File: src/rtl/core/asl_pkg.sv
// ----------------------------------------------------------------------------
// asl_pkg: shared types and constants of the ADC sensor scan linearizer
// Action and sensor codes, register indexes, reset words, the conversion
// coefficients and the queue entry type.
// ----------------------------------------------------------------------------
package asl_pkg;

  // Result action codes
  localparam logic [1:0] ACT_IDLE = 2'd0;
  localparam logic [1:0] ACT_MUX  = 2'd1;
  localparam logic [1:0] ACT_CONV = 2'd2;

  // Sensor channel ids
  localparam logic [1:0] SID_FPA     = 2'd0;
  localparam logic [1:0] SID_LENS    = 2'd1;
  localparam logic [1:0] SID_SHUTTER = 2'd2;

  // Configuration register indexes
  localparam int unsigned CFG_IDX_W = 2;
  localparam logic [CFG_IDX_W-1:0] REG_MUX_FPA     = 2'd0;
  localparam logic [CFG_IDX_W-1:0] REG_MUX_LENS    = 2'd1;
  localparam logic [CFG_IDX_W-1:0] REG_MUX_SHUTTER = 2'd2;

  localparam logic [15:0] MUX_FPA_RESET     = 16'hE383;
  localparam logic [15:0] MUX_LENS_RESET    = 16'hC383;
  localparam logic [15:0] MUX_SHUTTER_RESET = 16'hD383;

  // Scan sequence positions
  localparam logic [2:0] STEP_LAST        = 3'd7;
  localparam logic [2:0] STEP_MUX_FPA     = 3'd1;
  localparam logic [2:0] STEP_CONV_FPA    = 3'd2;
  localparam logic [2:0] STEP_MUX_LENS    = 3'd3;
  localparam logic [2:0] STEP_CONV_LENS   = 3'd4;
  localparam logic [2:0] STEP_MUX_SHUTTER = 3'd5;
  localparam logic [2:0] STEP_CONV_SHUTTER = 3'd6;

  // Shared multiplier: 17-bit signed (zero-extended code) by MUL_W signed
  localparam int unsigned MUL_W  = 26;
  localparam int unsigned PROD_W = MUL_W + 17;
  localparam int unsigned LO_W   = 24;

  // FPA: T = (NUM - SLOPE*a) / 10^7
  localparam logic signed [63:0]      FPA_NUM   = 64'sd338180000000;
  localparam logic signed [MUL_W-1:0] FPA_SLOPE = 26'sd18181804;

  // Cubic: N = C0 + a*(a*(C2 - C3*a) - C1), T = N / 10^13
  localparam logic signed [63:0]      CUB_C0  = 64'sd127361304901973000;
  localparam logic signed [63:0]      CUB_C1  = 64'sd18218076216914;
  localparam logic signed [63:0]      CUB_C2  = 64'sd1218402729;
  localparam logic signed [MUL_W-1:0] CUB_C3  = 26'sd40235;

  // Multiply sequence: last step index per conversion kind
  localparam logic [2:0] MSTEP_FPA_LAST = 3'd0;
  localparam logic [2:0] MSTEP_CUB_LAST = 3'd4;

  // Divide by 10^k: shift out 2^k, then divide by 5^k with a reciprocal
  // estimate that is low by at most one, fixed by one compare and subtract
  localparam int unsigned QUOT_BITS  = 17;
  localparam int unsigned FPA_DIV_SH = 7;
  localparam int unsigned CUB_DIV_SH = 13;
  localparam int unsigned CUB_PRE_SH = 14;
  localparam logic [31:0] FPA_DIV5   = 32'd78125;
  localparam logic [31:0] CUB_DIV5   = 32'd1220703125;
  // floor(2^32 / 5^7) and floor(2^46 / 5^13)
  localparam logic [15:0] FPA_RECIP  = 16'd54975;
  localparam logic [15:0] CUB_RECIP  = 16'd57646;
  // 32769 * 5^k: at or above this the quotient saturates either way
  localparam logic [63:0] FPA_SAT_LIM = 64'd2560078125;
  localparam logic [63:0] CUB_SAT_LIM = 64'd40001220703125;
  localparam logic [QUOT_BITS-1:0] QUOT_SAT = 17'd32769;

  localparam logic signed [15:0] TEMP_MAX = 16'sh7FFF;
  localparam logic signed [15:0] TEMP_MIN = 16'sh8000;

  localparam int unsigned QUEUE_DEPTH_DEFAULT = 2;

  // Entry of the queue between front and back
  typedef struct packed {
    logic [1:0]  action;
    logic [1:0]  sid;
    logic [15:0] word;
    logic [15:0] adc;
  } asl_cmd_t;

endpackage

File: src/rtl/core/asl_in_if.sv
// ----------------------------------------------------------------------------
// asl_in_if: sample channel
// Valid/ready channel carrying one ADC code per tick.
// ----------------------------------------------------------------------------
interface asl_in_if;
  logic        valid;
  logic        ready;
  logic [15:0] adc_code;

  modport source (output valid, output adc_code, input ready);
  modport sink   (input valid, input adc_code, output ready);
endinterface

File: src/rtl/core/asl_out_if.sv
// ----------------------------------------------------------------------------
// asl_out_if: result channel
// Valid/ready channel carrying one result per tick.
// ----------------------------------------------------------------------------
interface asl_out_if;
  logic               valid;
  logic               ready;
  logic [1:0]         step_action;
  logic [15:0]        mux_word_out;
  logic [1:0]         sensor_id;
  logic signed [15:0] new_temp;
  logic signed [15:0] fpa_temp;
  logic signed [15:0] lens_temp;
  logic signed [15:0] shutter_temp;

  modport source (output valid, output step_action, output mux_word_out,
                  output sensor_id, output new_temp, output fpa_temp,
                  output lens_temp, output shutter_temp, input ready);
  modport sink   (input valid, input step_action, input mux_word_out,
                  input sensor_id, input new_temp, input fpa_temp,
                  input lens_temp, input shutter_temp, output ready);
endinterface

File: src/rtl/core/asl_cfg_if.sv
// ----------------------------------------------------------------------------
// asl_cfg_if: configuration write channel
// Valid/ready channel carrying a register index and write data.
// ----------------------------------------------------------------------------
interface asl_cfg_if;
  logic        valid;
  logic        ready;
  logic [1:0]  index;
  logic [15:0] data;

  modport source (output valid, output index, output data, input ready);
  modport sink   (input valid, input index, input data, output ready);
endinterface

File: src/rtl/core/asl_front.sv
// ----------------------------------------------------------------------------
// asl_front: scan sequencer front end
// Holds the mux word registers and the step counter, accepts samples and
// classifies each one into a command for the back end queue.
// ----------------------------------------------------------------------------
module asl_front
  import asl_pkg::*;
(
  input  logic      clk,
  input  logic      rst,
  asl_in_if.sink    sample,
  asl_cfg_if.sink   cfg,
  input  logic      full,
  output logic      push,
  output asl_cmd_t  cmd
);

  logic [15:0] mux_fpa;
  logic [15:0] mux_lens;
  logic [15:0] mux_shutter;
  logic [2:0]  step;
  logic [2:0]  step_next;

  assign cfg.ready    = 1'b1;
  assign sample.ready = !full;
  assign push         = sample.valid && !full;

  always_ff @(posedge clk) begin
    if (rst) begin
      mux_fpa     <= MUX_FPA_RESET;
      mux_lens    <= MUX_LENS_RESET;
      mux_shutter <= MUX_SHUTTER_RESET;
    end else if (cfg.valid) begin
      case (cfg.index)
        REG_MUX_FPA:     mux_fpa     <= cfg.data;
        REG_MUX_LENS:    mux_lens    <= cfg.data;
        REG_MUX_SHUTTER: mux_shutter <= cfg.data;
        default: ;
      endcase
    end
  end

  assign step_next = (step == STEP_LAST) ? 3'd0 : step + 3'd1;

  always_ff @(posedge clk) begin
    if (rst) begin
      step <= 3'd0;
    end else if (push) begin
      step <= step_next;
    end
  end

  always_comb begin
    cmd        = '0;
    cmd.adc    = sample.adc_code;
    cmd.action = ACT_IDLE;
    cmd.sid    = SID_FPA;
    cmd.word   = 16'd0;
    case (step_next)
      STEP_MUX_FPA: begin
        cmd.action = ACT_MUX;
        cmd.word   = mux_fpa;
      end
      STEP_CONV_FPA: begin
        cmd.action = ACT_CONV;
      end
      STEP_MUX_LENS: begin
        cmd.action = ACT_MUX;
        cmd.sid    = SID_LENS;
        cmd.word   = mux_lens;
      end
      STEP_CONV_LENS: begin
        cmd.action = ACT_CONV;
        cmd.sid    = SID_LENS;
      end
      STEP_MUX_SHUTTER: begin
        cmd.action = ACT_MUX;
        cmd.sid    = SID_SHUTTER;
        cmd.word   = mux_shutter;
      end
      STEP_CONV_SHUTTER: begin
        cmd.action = ACT_CONV;
        cmd.sid    = SID_SHUTTER;
      end
      default: ;
    endcase
  end

endmodule

File: src/rtl/core/asl_queue.sv
// ----------------------------------------------------------------------------
// asl_queue: command queue between front and back end
// Small FIFO of classified commands; lets either side stall on its own.
// ----------------------------------------------------------------------------
module asl_queue
  import asl_pkg::*;
#(
  parameter int unsigned DEPTH = QUEUE_DEPTH_DEFAULT
)
(
  input  logic     clk,
  input  logic     rst,
  input  logic     push,
  input  asl_cmd_t push_data,
  output logic     full,
  input  logic     pop,
  output asl_cmd_t head,
  output logic     head_valid
);

  localparam int unsigned PTR_W = (DEPTH > 1) ? $clog2(DEPTH) : 1;
  localparam int unsigned CNT_W = $clog2(DEPTH + 1);

  asl_cmd_t           entries [DEPTH];
  logic [PTR_W-1:0]   wptr;
  logic [PTR_W-1:0]   rptr;
  logic [CNT_W-1:0]   count;

  assign full       = (count == CNT_W'(DEPTH));
  assign head_valid = (count != '0);
  assign head       = entries[rptr];

  always_ff @(posedge clk) begin
    if (push) begin
      entries[wptr] <= push_data;
    end
  end

  always_ff @(posedge clk) begin
    if (rst) begin
      wptr  <= '0;
      rptr  <= '0;
      count <= '0;
    end else begin
      if (push) begin
        wptr <= (wptr == PTR_W'(DEPTH - 1)) ? '0 : wptr + 1'b1;
      end
      if (pop) begin
        rptr <= (rptr == PTR_W'(DEPTH - 1)) ? '0 : rptr + 1'b1;
      end
      if (push && !pop) begin
        count <= count + 1'b1;
      end else if (pop && !push) begin
        count <= count - 1'b1;
      end
    end
  end

`ifndef ASSERT_OFF
  a_no_pop_empty: assert property (@(posedge clk) disable iff (rst)
    pop |-> count != '0)
    else $error("queue popped while empty");

  a_no_push_full: assert property (@(posedge clk) disable iff (rst)
    push |-> count != CNT_W'(DEPTH))
    else $error("queue pushed while full");

  a_count_bound: assert property (@(posedge clk) disable iff (rst)
    count <= CNT_W'(DEPTH))
    else $error("queue count beyond depth");
`endif

endmodule

File: src/rtl/core/asl_back.sv
// ----------------------------------------------------------------------------
// asl_back: conversion back end
// Executes queued commands: passes mux and idle steps to the result
// register, runs conversions on a shared multiplier and a reciprocal
// divide, and keeps the stored temperatures.
// ----------------------------------------------------------------------------
module asl_back
  import asl_pkg::*;
(
  input  logic      clk,
  input  logic      rst,
  input  asl_cmd_t  head,
  input  logic      head_valid,
  output logic      pop,
  asl_out_if.source result
);

  typedef enum logic [6:0] {
    S_IDLE  = 7'b0000001,
    S_MUL   = 7'b0000010,
    S_ABS   = 7'b0000100,
    S_RECIP = 7'b0001000,
    S_BACK  = 7'b0010000,
    S_FIX   = 7'b0100000,
    S_DONE  = 7'b1000000
  } bstate_t;

  bstate_t state;

  logic [15:0]            a;
  logic [1:0]             sid;
  logic                   is_cubic;
  logic [2:0]             mstep;
  logic signed [63:0]     n;
  logic signed [63:0]     part;
  logic [63:0]            rem;
  logic                   neg;
  logic [QUOT_BITS-1:0]   q;

  logic signed [MUL_W-1:0]  mul_x;
  logic signed [PROD_W-1:0] prod;
  logic signed [63:0]       prod64;
  logic signed [63:0]       prod_sh;
  logic [2:0]               mstep_last;
  logic [QUOT_BITS-1:0]     q_neg;
  logic signed [15:0]       temp;
  logic                     ofree;
  logic                     out_load;
  logic [63:0]              n_mag;
  logic [31:0]              div5;
  logic [63:0]              sat_lim;
  logic [31:0]              dm_a;
  logic [15:0]              dm_b;
  logic [47:0]              dm_p;

  logic signed [15:0] fpa_store;
  logic signed [15:0] lens_store;
  logic signed [15:0] shutter_store;

  assign ofree      = !result.valid || result.ready;
  assign mstep_last = is_cubic ? MSTEP_CUB_LAST : MSTEP_FPA_LAST;

  // Pop mux and idle steps only when the result register is free;
  // conversions are pulled in right away.
  assign pop = (state == S_IDLE) && head_valid &&
               ((head.action == ACT_CONV) || ofree);

  assign out_load = (pop && (head.action != ACT_CONV)) || ((state == S_DONE) && ofree);

  always_comb begin
    case (mstep)
      3'd0:    mul_x = is_cubic ? CUB_C3 : FPA_SLOPE;
      3'd1:    mul_x = {2'b00, n[LO_W-1:0]};
      3'd2:    mul_x = {{(MUL_W-8){n[31]}}, n[31:LO_W]};
      3'd3:    mul_x = {2'b00, n[LO_W-1:0]};
      3'd4:    mul_x = {{(MUL_W-LO_W){n[47]}}, n[47:LO_W]};
      default: mul_x = '0;
    endcase
  end

  assign prod    = $signed({1'b0, a}) * mul_x;
  assign prod64  = {{(64-PROD_W){prod[PROD_W-1]}}, prod};
  assign prod_sh = {prod64[63-LO_W:0], {LO_W{1'b0}}};

  assign n_mag   = n[63] ? $unsigned(-n) : $unsigned(n);
  assign div5    = is_cubic ? CUB_DIV5 : FPA_DIV5;
  assign sat_lim = is_cubic ? CUB_SAT_LIM : FPA_SAT_LIM;

  // Divide multiplier: quotient estimate, then back-multiply of the estimate
  always_comb begin
    if (state == S_BACK) begin
      dm_a = div5;
      dm_b = q[15:0];
    end else begin
      dm_a = is_cubic ? rem[CUB_PRE_SH+31:CUB_PRE_SH] : rem[31:0];
      dm_b = is_cubic ? CUB_RECIP : FPA_RECIP;
    end
  end

  assign dm_p = dm_a * dm_b;

  // Apply sign and saturate the quotient magnitude
  assign q_neg = ~q + 1'b1;
  always_comb begin
    if (!neg) begin
      temp = (q > QUOT_BITS'(32767)) ? TEMP_MAX : $signed(q[15:0]);
    end else begin
      temp = (q > QUOT_BITS'(32768)) ? TEMP_MIN : $signed(q_neg[15:0]);
    end
  end

  always_ff @(posedge clk) begin
    if (rst) begin
      state         <= S_IDLE;
      result.valid  <= 1'b0;
      fpa_store     <= '0;
      lens_store    <= '0;
      shutter_store <= '0;
    end else begin
      if (out_load) begin
        result.valid <= 1'b1;
      end else if (result.valid && result.ready) begin
        result.valid <= 1'b0;
      end
      case (state)
        S_IDLE: begin
          if (pop) begin
            if (head.action == ACT_CONV) begin
              a        <= head.adc;
              sid      <= head.sid;
              is_cubic <= (head.sid != SID_FPA);
              mstep    <= 3'd0;
              state    <= S_MUL;
            end else begin
              result.step_action  <= head.action;
              result.mux_word_out <= head.word;
              result.sensor_id    <= head.sid;
              result.new_temp     <= '0;
            end
          end
        end
        S_MUL: begin
          if (!is_cubic) begin
            n <= FPA_NUM - prod64;
          end else begin
            case (mstep)
              3'd0:    n    <= CUB_C2 - prod64;
              3'd2:    n    <= prod_sh + part - CUB_C1;
              3'd4:    n    <= CUB_C0 + prod_sh + part;
              default: part <= prod64;
            endcase
          end
          if (mstep == mstep_last) begin
            state <= S_ABS;
          end else begin
            mstep <= mstep + 3'd1;
          end
        end
        S_ABS: begin
          neg   <= n[63];
          rem   <= is_cubic ? (n_mag >> CUB_DIV_SH) : (n_mag >> FPA_DIV_SH);
          state <= S_RECIP;
        end
        S_RECIP: begin
          // Out of range either way: skip the exact quotient
          if (rem >= sat_lim) begin
            q     <= QUOT_SAT;
            state <= S_DONE;
          end else begin
            q     <= {1'b0, dm_p[47:32]};
            state <= S_BACK;
          end
        end
        S_BACK: begin
          rem   <= rem - {16'd0, dm_p};
          state <= S_FIX;
        end
        S_FIX: begin
          // Estimate runs low by at most one
          if (rem >= {32'd0, div5}) begin
            q <= q + 1'b1;
          end
          state <= S_DONE;
        end
        S_DONE: begin
          // Hold until the result register frees up
          if (ofree) begin
            case (sid)
              SID_FPA:     fpa_store     <= temp;
              SID_LENS:    lens_store    <= temp;
              default:     shutter_store <= temp;
            endcase
            result.step_action  <= ACT_CONV;
            result.mux_word_out <= '0;
            result.sensor_id    <= sid;
            result.new_temp     <= temp;
            state               <= S_IDLE;
          end
        end
        default: state <= S_IDLE;
      endcase
    end
  end

  assign result.fpa_temp     = fpa_store;
  assign result.lens_temp    = lens_store;
  assign result.shutter_temp = shutter_store;

`ifndef ASSERT_OFF
  a_fpa_stored: assert property (@(posedge clk) disable iff (rst)
    result.valid && result.step_action == ACT_CONV && result.sensor_id == SID_FPA
    |-> result.fpa_temp == result.new_temp)
    else $error("FPA store differs from converted value");

  a_lens_stored: assert property (@(posedge clk) disable iff (rst)
    result.valid && result.step_action == ACT_CONV && result.sensor_id == SID_LENS
    |-> result.lens_temp == result.new_temp)
    else $error("lens store differs from converted value");

  a_shutter_stored: assert property (@(posedge clk) disable iff (rst)
    result.valid && result.step_action == ACT_CONV &&
    result.sensor_id == SID_SHUTTER
    |-> result.shutter_temp == result.new_temp)
    else $error("shutter store differs from converted value");

  a_idle_zero: assert property (@(posedge clk) disable iff (rst)
    result.valid && result.step_action == ACT_IDLE
    |-> result.mux_word_out == '0 && result.new_temp == '0 &&
        result.sensor_id == SID_FPA)
    else $error("idle result carries nonzero fields");

  a_no_pop_busy: assert property (@(posedge clk) disable iff (rst)
    state != S_IDLE |-> !pop)
    else $error("command popped during a conversion");
`endif

endmodule

File: src/rtl/core/adc_sensor_scan_linearizer_unit.sv
// ----------------------------------------------------------------------------
// adc_sensor_scan_linearizer_unit: ADC sensor scan and linearizer
// Steps through the FPA, lens NTC and shutter channels, issues mux words and
// converts ADC codes to saturated 16-bit temperatures.
//
//   channel  dir  transfer carries
//   sample   in   adc_code
//   result   out  step_action, mux_word_out, sensor_id, new_temp,
//                 fpa_temp, lens_temp, shutter_temp
//   cfg      in   index, data (mux word registers 0..2)
//
// Mux and idle steps are popped from the queue head once the result register
// is free and go straight into it. A conversion runs the shared multiplier
// steps (1 for FPA, 5 for lens or shutter), then magnitude and shift,
// reciprocal estimate, back-multiply, correction and retire; an out-of-range
// quotient skips back-multiply and correction. A stalled result holds the
// back end; the front keeps taking samples while the queue has room. Reset
// is synchronous and returns step counter, stores and mux words to defaults.
// ----------------------------------------------------------------------------
module adc_sensor_scan_linearizer_unit
  import asl_pkg::*;
#(
  parameter int unsigned QUEUE_DEPTH = QUEUE_DEPTH_DEFAULT
)
(
  input  logic      clk,
  input  logic      rst,
  asl_in_if.sink    sample,
  asl_out_if.source result,
  asl_cfg_if.sink   cfg
);

  logic     push;
  logic     full;
  logic     pop;
  logic     head_valid;
  asl_cmd_t cmd;
  asl_cmd_t head;

  asl_front u_front (
    .clk    (clk),
    .rst    (rst),
    .sample (sample),
    .cfg    (cfg),
    .full   (full),
    .push   (push),
    .cmd    (cmd)
  );

  asl_queue #(
    .DEPTH (QUEUE_DEPTH)
  ) u_queue (
    .clk        (clk),
    .rst        (rst),
    .push       (push),
    .push_data  (cmd),
    .full       (full),
    .pop        (pop),
    .head       (head),
    .head_valid (head_valid)
  );

  asl_back u_back (
    .clk        (clk),
    .rst        (rst),
    .head       (head),
    .head_valid (head_valid),
    .pop        (pop),
    .result     (result)
  );

endmodule

File: src/flat_wrapper.sv
// flat-port wrapper written by rule: the top's interface ports become plain ports
module adc_sensor_scan_linearizer_unit_flat import asl_pkg::*;
#(
  parameter int unsigned QUEUE_DEPTH = QUEUE_DEPTH_DEFAULT
)
  (clk, rst, sample_valid, sample_adc_code, sample_ready, result_valid, result_step_action, result_mux_word_out, result_sensor_id, result_new_temp, result_fpa_temp, result_lens_temp, result_shutter_temp, result_ready, cfg_valid, cfg_index, cfg_data, cfg_ready);
  asl_in_if sample_i ();
  asl_out_if result_i ();
  asl_cfg_if cfg_i ();
  input  logic clk;
  input  logic rst;
  input wire logic [$bits(sample_i.valid)-1:0] sample_valid;
  input wire logic [$bits(sample_i.adc_code)-1:0] sample_adc_code;
  output wire logic [$bits(sample_i.ready)-1:0] sample_ready;
  output wire logic [$bits(result_i.valid)-1:0] result_valid;
  output wire logic [$bits(result_i.step_action)-1:0] result_step_action;
  output wire logic [$bits(result_i.mux_word_out)-1:0] result_mux_word_out;
  output wire logic [$bits(result_i.sensor_id)-1:0] result_sensor_id;
  output wire logic [$bits(result_i.new_temp)-1:0] result_new_temp;
  output wire logic [$bits(result_i.fpa_temp)-1:0] result_fpa_temp;
  output wire logic [$bits(result_i.lens_temp)-1:0] result_lens_temp;
  output wire logic [$bits(result_i.shutter_temp)-1:0] result_shutter_temp;
  input wire logic [$bits(result_i.ready)-1:0] result_ready;
  input wire logic [$bits(cfg_i.valid)-1:0] cfg_valid;
  input wire logic [$bits(cfg_i.index)-1:0] cfg_index;
  input wire logic [$bits(cfg_i.data)-1:0] cfg_data;
  output wire logic [$bits(cfg_i.ready)-1:0] cfg_ready;
  assign sample_i.valid = sample_valid;
  assign sample_i.adc_code = sample_adc_code;
  assign sample_ready = sample_i.ready;
  assign result_valid = result_i.valid;
  assign result_step_action = result_i.step_action;
  assign result_mux_word_out = result_i.mux_word_out;
  assign result_sensor_id = result_i.sensor_id;
  assign result_new_temp = result_i.new_temp;
  assign result_fpa_temp = result_i.fpa_temp;
  assign result_lens_temp = result_i.lens_temp;
  assign result_shutter_temp = result_i.shutter_temp;
  assign result_i.ready = result_ready;
  assign cfg_i.valid = cfg_valid;
  assign cfg_i.index = cfg_index;
  assign cfg_i.data = cfg_data;
  assign cfg_ready = cfg_i.ready;
  adc_sensor_scan_linearizer_unit #(.QUEUE_DEPTH(QUEUE_DEPTH)) u_core (.clk(clk), .rst(rst), .sample(sample_i), .result(result_i), .cfg(cfg_i));
endmodule
File: config.mk
export PLATFORM = sky130hd
export DESIGN_NAME = adc_sensor_scan_linearizer_unit_flat
export DESIGN_NICKNAME = d
export VERILOG_FILES = /design/src/rtl/core/asl_pkg.sv /design/src/rtl/core/asl_in_if.sv /design/src/rtl/core/asl_out_if.sv /design/src/rtl/core/asl_cfg_if.sv /design/src/rtl/core/asl_front.sv /design/src/rtl/core/asl_queue.sv /design/src/rtl/core/asl_back.sv /design/src/rtl/core/adc_sensor_scan_linearizer_unit.sv /design/src/flat_wrapper.sv
export SDC_FILE = /design/constraint.sdc
export NUM_CORES = 2
export LEC_CHECK = 0
export BUFFER_PORTS_ARGS = -buffer_cell sky130_fd_sc_hd__buf_2
export CAP_MARGIN = 5
export CORE_MARGIN = 1.5
export CORE_UTILIZATION = 36
export DETAILED_ROUTE_END_ITERATION = 8
export PLACE_DENSITY_LB_ADDON = 0.12
export SLEW_MARGIN = 20
export SYNTH_ARGS = -nofsm -noshare
export SYNTH_HDL_FRONTEND = slang
export SYNTH_SLANG_ARGS = --single-unit
File: constraint.sdc
create_clock -name clk -period 11.9 [get_ports clk]
set_input_delay 1.19 -clock clk [delete_from_list [all_inputs] [get_ports clk]]
set_output_delay 1.19 -clock clk [all_outputs]
set_load 0.02 [all_outputs]
==> reports/metrics.csv <==
metric,value,unit
fmax,87.96,MHz
crit_fanout,17,
dr.pass1.iters,8,
initial_core_util,0.3631,
die_h,419.7,µm
grt_pass1_wl,334600,µm
antenna_found_initial,3,
hold_path.class,reg2reg,
status,completed,
cts_buffer_depth,3,
drive_above_1_share,0.07044,
ctsHoldBuffers,0,
synth.most_common_cell,inv_1,
synth-main-ff-cell,edfxtp_1,
seqCellArea,11820,µm²
setup_slack,0.5310,ns
cts_max_level,2,
cp.arrival,11.78,ns
wl,220200,µm
whs,0.4559,ns
final_nets,8552,
synth_warnings,0,
vias,51120,
syn_area_per_cell,8.770,µm²
relSlewSlack,0.2605,
synth_commonest_cells,"inv_1 (1168), nand2_1 (884), fa_1 (825)",
grt_setup_unrepaired,yes,
grt_usage,0.2513,
cts_buffers,52,
path_class,reg2reg,
period_needed,11.37,ns
wl_per_cell,22.98,µm
synth_cell_types,103,
cts.sinks,431,
post-route-util,0.3976,
synth_top_cell_area_share,0.2642,
root_buffer,clkbuf_16,
syn_area,62500,µm²
required,12.31,ns
core-area,172100,µm²
grt-ovfl-total,0,
fillCellCount,17665,
drv_cap,0,
clk_pin_slew,0.06,ns
dieArea,176100,µm²
slowest_delay,0.53,ns
synthTopCellsByArea,"fa_1 (26%), edfxtp_1 (15%), ha_1 (9.3%), inv_1 (7.0%), nand2_1 (5.3%)",
clk-insertion-delay-late,0.67,ns
seq_area_frac_synth,0.1891,
fp-row-count,152,
cts_tree,done,
drt_iter0_markers,3700,
place.gp.congestion,0.9041,
synth-seq-cells,431,
final-setup-viol-count,0,
synth_edf_count,319,
worst_slew_pin_slew,1.099,ns
critPathLaunchType,flop,
period_share,0.9554,
portBuffers,124,
fin_worst_skew,0.05127,ns
drtAntennaViolNets,0,
synth_top_area_cell,fa_1,
hold_viol_final,0,
vias_per_cell,5.336,
dp_hpwl,176600,µm
area_growth,9.489,%
async_flop_share,0,
die_x,419.7,µm
slowest_stage,fa_1,
end_kind,flop,
multi_input_area,45340,µm²
grt_pass1_vias,52419,
pre_cts_ws,0.2716,ns
io_pins,126,
grt_max_degree,77,
drc,0,
slew_viol_final,0,
syn_inst,7127,
==> state kept, by name, summed over array words and instances, names as in the netlist, 7 cells and up, named ones only <==
register,cells
u_core.u_front.mux_fpa,16
u_core.u_back.result.fpa_temp,16
u_core.u_back.rem,64
u_core.u_back.a,16
u_core.u_back.result.lens_temp,16
u_core.u_back.result.mux_word_out,16
u_core.u_queue.entries,72
u_core.u_back.part,43
u_core.u_back.n,64
u_core.u_front.mux_lens,16
u_core.u_back.result.new_temp,16
u_core.u_back.state,7
u_core.u_back.q,17
u_core.u_front.mux_shutter,16
u_core.u_back.result.shutter_temp,16
==> area by class of cell <==
| type | instances | share of cell area |
|---|---|---|
| clock inverter | 33 | 0.005833 |
| antenna | 1 | 0.00003657 |
| timing repair buffer | 326 | 0.03185 |
| clock buffer | 65 | 0.02031 |
| inverter | 1173 | 0.06438 |
| sequential | 431 | 0.1728 |
| tap | 2310 | 0.04224 |
| multi-input combinational | 5241 | 0.6626 |
==> metal layers <==
layer | part of all wire | vias to the layer above | track usage
li1 | - | 23633 | -
met1 | 0.44 | 25866 | 0.3404
met2 | 0.48 | 1339 | 0.4185
met4 | 0.034 | 2 | 0.07584
met3 | 0.051 | 280 | 0.03004
met5 | 0.000059 | - | 0
==> worst max-delay path: cells and delay by family, from the launching register on <==
| family | cells | cell delay, ns |
|---|---|---|
| adder cells (fa/ha/maj) | 10 | 4.48 |
| AND/OR/NAND/NOR | 10 | 2.38 |
| flip-flops | 1 | 0.45 |
| AO/OA/AOI/OAI | 9 | 2.53 |
| buffers and inverters | 8 | 1.20 |
==> through the flow <==
stage	area (µm²)	setup TNS, ns	std cells
2_1_floorplan	62610	0	7156
3_3_place_gp	66570	0	9479
3_5_place_dp	66570	0	9479
4_1_cts	68360	0	9577
5_1_grt	68430	-0.1237	9579
6_report	68430	0	9580
==> path summary, 6_finish.rpt <==
check                                startpoint                             to  slack (ns)  depth (start not counted)
setup / recovery         u_core.u_back.mstep[0]            u_core.u_back.n[61]        0.53                         37
hold / removal    u_core.u_front.mux_shutter[5]  u_core.u_front.mux_shutter[5]        0.46                          2
setup reg to reg         u_core.u_back.mstep[0]            u_core.u_back.n[61]        0.53                         37
hold reg to reg   u_core.u_front.mux_shutter[5]  u_core.u_front.mux_shutter[5]        0.46                          2
==> cell families (layout without fill, tap and decap cells) <==
logic type,count (synthesis),after routing,synth area share
other,2,32,0.0001202
buffers and inverters,1484,1597,0.08964
muxes,114,114,0.01870
adders and majority gates,1288,1288,0.3569
AOI/OAI and AO/OA,1360,1360,0.1397
DFF,431,431,0.1891
and+or+nand+nor,2104,2104,0.1575
xor gates and xnor gates,344,344,0.04833
==> layout by cell type, fill, tap and decap left out, types with 43 or more instances in the layout <==
| cell | count |
|---|---|
| inv_1 | 1168 |
| nand2_1 | 884 |
| fa_1 | 825 |
| ha_1 | 463 |
| nor2_1 | 442 |
| a21oi_1 | 437 |
| edfxtp_1 | 319 |
| o21ai_0 | 272 |
| and2_1 | 241 |
| buf_4 | 199 |
| xnor2_1 | 195 |
| xor2_1 | 146 |
| buf_2 | 123 |
| dfxtp_1 | 111 |
| a21o_1 | 106 |
| nand3_1 | 99 |
| mux2i_1 | 91 |
| a211oi_1 | 70 |
| nor3_1 | 67 |
| nand2b_1 | 55 |
| clkbuf_16 | 52 |
| and3_1 | 48 |
| or3_1 | 43 |
==> repair_timing <==
action | 4_1_cts | 5_1_grt
resized for setup | 0 | 14
buffers inserted | 0 | 0
setup endpoints to repair | 0 | 27
Power is not shown: default switching activity piles up to over one toggle a cycle in this logic, so the estimate is an artifact.
